[src/rtl/core/dcmm_pkg.sv]
`timescale 1ns / 1ps

package dcmm_pkg;

  localparam int unsigned SAMPLE_W   = 8;
  localparam int unsigned SUM_W      = 9;
  localparam int unsigned CFG_IDX_W  = 1;
  localparam int unsigned CFG_DATA_W = 9;
  localparam int unsigned IN_DATA_W  = 16;
  localparam int unsigned IN_USER_W  = 2;
  localparam int unsigned OUT_DATA_W = 24;

  localparam logic [CFG_IDX_W-1:0] REG_NIGHT_THR    = 1'd0;
  localparam logic [CFG_IDX_W-1:0] REG_SHUTDOWN_THR = 1'd1;

  localparam logic [SUM_W-1:0]    NIGHT_THR_RESET    = 9'd303;
  localparam logic [SUM_W-1:0]    SHUTDOWN_THR_RESET = 9'd248;
  localparam logic [SAMPLE_W-1:0] BATTERY_RESET      = 8'd165;
  localparam logic [SAMPLE_W-1:0] LIGHT_RESET        = 8'd8;

  typedef struct packed {
    logic push;   // shift the beat's valid samples into the windows
    logic load;   // copy both windows into the sort arrays
    logic pass;   // run one compare-exchange pass
    logic odd;    // pass pairs (1,2),(3,4).. instead of (0,1),(2,3)..
    logic store;  // capture the result into the output register
  } dcmm_cmd_t;

endpackage

[src/rtl/core/dcmm_ctrl.sv]
`timescale 1ns / 1ps

module dcmm_ctrl #(
  parameter int unsigned WINDOW = 10
) (
  input  logic                 clk,
  input  logic                 rst,
  input  logic                 s_tvalid,
  output logic                 s_tready,
  output logic                 m_tvalid,
  input  logic                 m_tready,
  output dcmm_pkg::dcmm_cmd_t  cmd
);

  localparam int unsigned CNT_W = (WINDOW > 1) ? $clog2(WINDOW) : 1;
  localparam logic [CNT_W-1:0] LAST_PASS = CNT_W'(WINDOW - 1);

  typedef enum logic [1:0] {
    ST_IDLE,
    ST_LOAD,
    ST_SORT,
    ST_DONE
  } state_t;

  state_t           state;
  logic [CNT_W-1:0] pass_cnt;
  logic             out_valid;
  logic             out_free;

  assign out_free = !out_valid || m_tready;
  assign s_tready = (state == ST_IDLE);
  assign m_tvalid = out_valid;

  always_comb begin
    cmd       = '0;
    cmd.push  = (state == ST_IDLE) && s_tvalid;
    cmd.load  = (state == ST_LOAD);
    cmd.pass  = (state == ST_SORT);
    cmd.odd   = pass_cnt[0];
    cmd.store = (state == ST_DONE) && out_free;
  end

  always_ff @(posedge clk) begin
    if (rst) begin
      state     <= ST_IDLE;
      pass_cnt  <= '0;
      out_valid <= 1'b0;
    end else begin
      if (out_valid && m_tready) begin
        out_valid <= 1'b0;
      end
      unique case (state)
        ST_IDLE: begin
          if (s_tvalid) begin
            state <= ST_LOAD;
          end
        end
        ST_LOAD: begin
          pass_cnt <= '0;
          state    <= ST_SORT;
        end
        ST_SORT: begin
          if (pass_cnt == LAST_PASS) begin
            state <= ST_DONE;
          end else begin
            pass_cnt <= pass_cnt + 1'b1;
          end
        end
        ST_DONE: begin
          // hold until the previous result has left
          if (out_free) begin
            out_valid <= 1'b1;
            state     <= ST_IDLE;
          end
        end
        default: state <= ST_IDLE;
      endcase
    end
  end

endmodule

[src/rtl/core/dcmm_datapath.sv]
`timescale 1ns / 1ps

module dcmm_datapath #(
  parameter int unsigned WINDOW = 10
) (
  input  logic                                clk,
  input  logic                                rst,
  input  dcmm_pkg::dcmm_cmd_t                 cmd,
  input  logic [dcmm_pkg::IN_DATA_W-1:0]      s_tdata,
  input  logic [dcmm_pkg::IN_USER_W-1:0]      s_tuser,
  input  logic                                cfg_we,
  input  logic [dcmm_pkg::CFG_IDX_W-1:0]      cfg_index,
  input  logic [dcmm_pkg::CFG_DATA_W-1:0]     cfg_data,
  output logic [dcmm_pkg::OUT_DATA_W-1:0]     m_tdata
);

  localparam int unsigned MID_LO = (WINDOW - 1) / 2;
  localparam int unsigned MID_HI = WINDOW / 2;

  logic [dcmm_pkg::SAMPLE_W-1:0] bat_win [WINDOW];
  logic [dcmm_pkg::SAMPLE_W-1:0] lgt_win [WINDOW];
  logic [dcmm_pkg::SAMPLE_W-1:0] bat_srt [WINDOW];
  logic [dcmm_pkg::SAMPLE_W-1:0] lgt_srt [WINDOW];
  logic [dcmm_pkg::SAMPLE_W-1:0] bat_srt_next [WINDOW];
  logic [dcmm_pkg::SAMPLE_W-1:0] lgt_srt_next [WINDOW];

  logic [dcmm_pkg::SUM_W-1:0] night_thr;
  logic [dcmm_pkg::SUM_W-1:0] shutdown_thr;
  logic [dcmm_pkg::SUM_W-1:0] bat_sum;
  logic [dcmm_pkg::SUM_W-1:0] lgt_sum;

  logic [dcmm_pkg::SAMPLE_W-1:0] battery_raw;
  logic [dcmm_pkg::SAMPLE_W-1:0] light_raw;
  logic                          battery_ok;
  logic                          light_ok;

  logic [dcmm_pkg::SUM_W-1:0] out_bat;
  logic [dcmm_pkg::SUM_W-1:0] out_lgt;
  logic                       out_night;
  logic                       out_low;

  assign battery_raw = s_tdata[7:0];
  assign light_raw   = s_tdata[15:8];
  assign battery_ok  = s_tuser[0];
  assign light_ok    = s_tuser[1];

  always_ff @(posedge clk) begin
    if (rst) begin
      night_thr    <= dcmm_pkg::NIGHT_THR_RESET;
      shutdown_thr <= dcmm_pkg::SHUTDOWN_THR_RESET;
    end else if (cfg_we) begin
      unique case (cfg_index)
        dcmm_pkg::REG_NIGHT_THR:    night_thr    <= cfg_data;
        dcmm_pkg::REG_SHUTDOWN_THR: shutdown_thr <= cfg_data;
        default: ;
      endcase
    end
  end

  // windows: newest sample at entry 0, oldest dropped at the far end
  always_ff @(posedge clk) begin
    if (rst) begin
      for (int i = 0; i < WINDOW; i++) begin
        bat_win[i] <= dcmm_pkg::BATTERY_RESET;
        lgt_win[i] <= dcmm_pkg::LIGHT_RESET;
      end
    end else if (cmd.push) begin
      if (battery_ok) begin
        bat_win[0] <= battery_raw;
        for (int i = 1; i < WINDOW; i++) begin
          bat_win[i] <= bat_win[i-1];
        end
      end
      if (light_ok) begin
        lgt_win[0] <= light_raw;
        for (int i = 1; i < WINDOW; i++) begin
          lgt_win[i] <= lgt_win[i-1];
        end
      end
    end
  end

  // one odd-even transposition pass; pairs of a pass are disjoint
  always_comb begin
    for (int i = 0; i < WINDOW; i++) begin
      bat_srt_next[i] = bat_srt[i];
      lgt_srt_next[i] = lgt_srt[i];
    end
    for (int i = 0; i < WINDOW - 1; i++) begin
      if (((i % 2) == 1) == cmd.odd) begin
        if (bat_srt[i] > bat_srt[i+1]) begin
          bat_srt_next[i]   = bat_srt[i+1];
          bat_srt_next[i+1] = bat_srt[i];
        end
        if (lgt_srt[i] > lgt_srt[i+1]) begin
          lgt_srt_next[i]   = lgt_srt[i+1];
          lgt_srt_next[i+1] = lgt_srt[i];
        end
      end
    end
  end

  always_ff @(posedge clk) begin
    if (cmd.load) begin
      for (int i = 0; i < WINDOW; i++) begin
        bat_srt[i] <= bat_win[i];
        lgt_srt[i] <= lgt_win[i];
      end
    end else if (cmd.pass) begin
      for (int i = 0; i < WINDOW; i++) begin
        bat_srt[i] <= bat_srt_next[i];
        lgt_srt[i] <= lgt_srt_next[i];
      end
    end
  end

  assign bat_sum = {1'b0, bat_srt[MID_LO]} + {1'b0, bat_srt[MID_HI]};
  assign lgt_sum = {1'b0, lgt_srt[MID_LO]} + {1'b0, lgt_srt[MID_HI]};

  always_ff @(posedge clk) begin
    if (cmd.store) begin
      out_bat   <= bat_sum;
      out_lgt   <= lgt_sum;
      out_night <= (lgt_sum > night_thr);
      out_low   <= (bat_sum < shutdown_thr);
    end
  end

  assign m_tdata = {4'b0, out_low, out_night, out_lgt, out_bat};

endmodule

[src/rtl/core/dual_channel_median_monitor_top.sv]
`timescale 1ns / 1ps

// Dual-channel median monitor. Each input beat carries one battery and one
// light sample with their valid flags; a valid sample enters its 10-deep
// (WINDOW) window, and every beat yields one result beat with twice the median
// of each window plus the night and low-battery flags from the two threshold
// registers. One item is worked at a time, in these steps: the accepting
// cycle, which also shifts the windows, a load of the sort arrays, WINDOW
// odd-even compare-exchange passes of the sort unit, and a store of the
// result. The result waits in an output register, so a new beat is taken as
// soon as the result is stored; only a result still held there at store time
// stalls the item.
module dual_channel_median_monitor_top #(
  parameter int unsigned WINDOW = 10
) (
  input  logic                                clk,
  input  logic                                rst,
  input  logic                                s_tvalid,
  output logic                                s_tready,
  // [7:0] battery_raw, [15:8] light_raw
  input  logic [dcmm_pkg::IN_DATA_W-1:0]      s_tdata,
  // [0] battery_ok, [1] light_ok
  input  logic [dcmm_pkg::IN_USER_W-1:0]      s_tuser,
  output logic                                m_tvalid,
  input  logic                                m_tready,
  // [8:0] battery_median_x2, [17:9] light_median_x2, [18] night,
  // [19] low_battery, [23:20] zero
  output logic [dcmm_pkg::OUT_DATA_W-1:0]     m_tdata,
  input  logic                                cfg_we,
  input  logic [dcmm_pkg::CFG_IDX_W-1:0]      cfg_index,
  input  logic [dcmm_pkg::CFG_DATA_W-1:0]     cfg_data
);

  dcmm_pkg::dcmm_cmd_t cmd;

  dcmm_ctrl #(
    .WINDOW (WINDOW)
  ) u_ctrl (
    .clk      (clk),
    .rst      (rst),
    .s_tvalid (s_tvalid),
    .s_tready (s_tready),
    .m_tvalid (m_tvalid),
    .m_tready (m_tready),
    .cmd      (cmd)
  );

  dcmm_datapath #(
    .WINDOW (WINDOW)
  ) u_datapath (
    .clk       (clk),
    .rst       (rst),
    .cmd       (cmd),
    .s_tdata   (s_tdata),
    .s_tuser   (s_tuser),
    .cfg_we    (cfg_we),
    .cfg_index (cfg_index),
    .cfg_data  (cfg_data),
    .m_tdata   (m_tdata)
  );

endmodule

[config.mk]
export PLATFORM = sky130hd
export DESIGN_NAME = dual_channel_median_monitor_top
export DESIGN_NICKNAME = d
export VERILOG_FILES = /design/src/rtl/core/dcmm_pkg.sv /design/src/rtl/core/dcmm_ctrl.sv /design/src/rtl/core/dcmm_datapath.sv /design/src/rtl/core/dual_channel_median_monitor_top.sv
export SDC_FILE = /design/constraint.sdc
export NUM_CORES = 1
export LEC_CHECK = 0
export BUFFER_PORTS_ARGS = -buffer_cell sky130_fd_sc_hd__buf_2
export CAP_MARGIN = 15
export CORE_ASPECT_RATIO = 0.75
export CORE_UTILIZATION = 40
export CTS_CLUSTER_DIAMETER = 150
export DETAILED_ROUTE_END_ITERATION = 8
export MAX_ROUTING_LAYER = met4
export PLACE_DENSITY = 0.59
export SYNTH_ARGS = -nofsm -noshare
export SYNTH_HDL_FRONTEND = slang
export SYNTH_HIERARCHICAL = 1
export SYNTH_SLANG_ARGS = --single-unit
export TNS_END_PERCENT = 100
[constraint.sdc]
create_clock -name clk -period 4.4 [get_ports clk]
set_input_delay 1.1 -clock clk [delete_from_list [all_inputs] [get_ports clk]]
set_output_delay 1.1 -clock clk [all_outputs]
set_load 0.05 [all_outputs]
==> summary.md <==
| Metric | Value |
|---|---|
| Unrepaired setup endpoints after global routing | false |
| Status | finished, final reports clean |
| Gpl congestion | 0.914 |
| Post-DP HPWL | 37700 µm |
| Core Area | 53100 µm² |
| Root buf cell | clkbuf_16 |
| Cells after Synth | 2016 |
| Peak VDD IR | 0.331 mV |
| Fin crit period | 3.03 ns |
| Crit-path max FO | 7 |
| Io pins | 59 |
| Top sig layer | met4 |
| CP required | 4.72 ns |
| Rel. slew slack | 34.5% |
| DR WL met2 | 23100 µm |
| Hold Path Class | reg -> reg |
| Total number of vias | 15483 |
| Post-layout util | 44.7% |
| Final setup vio count | 0 |
| Sequential element share of the synthesized area | 49.7% |
| Multi-input logic area | 9630 µm² |
| Vias per cell | 5.61 |
| FMAX | 330 MHz |
| # Post-CTS Setup Buffers | 0 |
| Wl on met1 | 27100 µm |
| Largest net degree at the start of global routing | 91 |
| Met3 WL | 2960 µm |
| Top FF cell, synth | edfxtp_1 |
| Clock buffer depth | 3 |
| Commonest non-fill, non-tap cell in the layout | edfxtp_1 |
| Fin area | 23700 µm² |
| Max cap viols | 0 |
| Die Y | 203 µm |
| I/O Buffers | 54 |
| Arr. time, crit path | 3.35 ns |
| Hold_buf cts | 0 |
| GR Util All Layers | 20.2% |
| Post-CTS sizing | 0 |
| TritonCTS Buffers | 39 |
| Routed Antenna Nets | 0 |
| Total die area | 54800 µm² |
| Vias in the first global route | 15007 |
| Filler cells | 4889 |
| Initial antenna violation count | 3 |
| Hold slack | 0.462 ns |
| Syn Area/Cell | 10.7 µm² |
| Final period util | 68.9% |
| GR Overflow Total | 0 |
| Number of flops mapped to enable cells by yosys | 340 |
| Clock tree from TritonCTS | built |
| Setup crit end kind | flop |
| Clk sinks | 365 |
| Share of cells above drive strength 1 | 7.86% |
| Post-synth cell types | 71 |
| WS Path Type | reg -> reg |
| Pleak | 9.54 nW |
| CP startpoint kind | flop |
| First DRT Iteration DRCs | 1278 |
| Max Slew Vio Count | 0 |
| Clock transition at path regs | 0.06 ns |
| Area Overhead vs Synth | 9.98% |
| Clock insertion delay at the later pin of the skew report | 0.58 ns |
| Htree depth | 2 |
| Synthesized flop and latch total | 365 |
| Most frequent cells in the layout | edfxtp_1, inv_1, ha_1 |
| Final Hold Vio Count | 0 |
| Dpl cell area | 22400 µm² |
| Fraction of registers with async set/reset | 0% |
| Initial Utilization | 40.6% |
| Total power draw | 17.6 mW |
| Synthesized cell area | 21500 µm² |
| DR DRC count | 0 |
| Synth warnings | 6 |
| Skew final | 0.0378 ns |
| Worst-Margin Slew | 0.982 ns |
| Rows | 73 |
| PD cells | 743 nW/µm² |
| WL final | 54100 µm |
| Routed WL per cell | 19.6 µm |
| Setup TNS | 0 ns |
| Die Wd | 270 µm |
| First-pass GRT wire length | 85300 µm |
| Layout net count | 2237 |
| Drt pass-1 iters | 5 |
| Register area | 10700 µm² |
## synth_stat cells, types with 55 or more instances
cell type    n  area share [%]
edfxtp_1   340              47
ha_1       184              11
inv_1      184             3.2
nand2_1    162             2.8
and2_1     116             3.4
a21oi_1    113             2.6
mux2i_1     99             4.6
o211ai_1    97             3.4
nand3_1     89             2.1
clkbuf_1    66             1.1
nor2_1      65             1.1
o21ai_0     62             1.4
or3_1       55             1.6
## flip-flops by register name, indices dropped and copies added (netlist names)
register	count
u_datapath/out_low	1
u_datapath/bat_win	80
u_ctrl/pass_cnt	4
u_datapath/shutdown_thr	9
u_datapath/out_bat	9
u_datapath/out_night	1
u_datapath/out_lgt	9
u_ctrl/m_tvalid	1
u_datapath/bat_srt	80
u_datapath/night_thr	9
u_datapath/lgt_win	80
u_datapath/lgt_srt	80
u_ctrl/state	2
## stage by stage
step	instances	setup WS (ns)
final	2762	1.37
after global placement	2688	1.38
after CTS	2760	1.37
after floorplan	2019	0.345
after detailed placement	2689	1.28
after global routing	2762	1.20
## routing by layer
layer	vias up	track usage (%)
li1	7375	-
met1	7637	29.7
met2	415	28.6
met3	56	3.56
met4	0	4.57
met5	-	-
## cell families after synthesis
| group | Yosys count | synth area share, % |
|---|---|---|
| simple gates | 609 | 14.6 |
| buf+inv | 302 | 5.85 |
| flops | 365 | 49.7 |
| other cells | 1 | 0.0174 |
| fa+ha+maj | 186 | 10.9 |
| compound gates | 442 | 13.9 |
| mux | 99 | 4.60 |
| xor+xnor | 12 | 0.488 |
## final cells by class
| class | count | share of cell area (%) |
|---|---|---|
| well taps | 712 | 3.76 |
| clock buffers | 51 | 4.66 |
| inverters | 185 | 2.93 |
| diodes | 2 | 0.0211 |
| multi-input cells | 1352 | 40.6 |
| flip-flops and latches | 365 | 45.2 |
| repair buffers | 75 | 1.94 |
| clock inverters | 20 | 0.861 |
## worst paths after layout
path | from | endpoint | slack, ns | cells past startpoint
min reg2reg | u_datapath/shutdown_thr[8]$_SDFFE_PP0P_ | u_datapath/shutdown_thr[8]$_SDFFE_PP0P_ | 0.46 | 2
max | u_datapath/lgt_srt[0][33]$_DFFE_PP_ | u_datapath/out_night$_DFFE_PP_ | 1.37 | 13
max reg2reg | u_datapath/lgt_srt[0][33]$_DFFE_PP_ | u_datapath/out_night$_DFFE_PP_ | 1.37 | 13
min | u_datapath/shutdown_thr[8]$_SDFFE_PP0P_ | u_datapath/shutdown_thr[8]$_SDFFE_PP0P_ | 0.46 | 2
## worst max-delay path: stages, from the launching register on
cell and delay (ns):
edfxtp_1 0.52, ha_1 0.38, inv_1 0.07, a21oi_1 0.06
o21a_1 0.20, o31a_1 0.26, nand2_1 0.09, xnor2_1 0.16
ha_1 0.31, a21o_1 0.17, a21o_1 0.17, a21oi_1 0.14
a21boi_0 0.11, a2bb2oi_1 0.14
## power breakdown
| group | switching (mW) | total (mW) | internal (mW) | leakage [nW] |
|---|---|---|---|---|
| registers | 1.13 | 6.27 | 5.14 | 3.33 |
| clock network | 1.44 | 3.40 | 1.96 | 0.646 |
| logic | 4.86 | 7.93 | 3.07 | 5.56 |
| total | 7.43 | 17.6 | 10.2 | 9.54 |
Power figures use the tool's default switching activity.
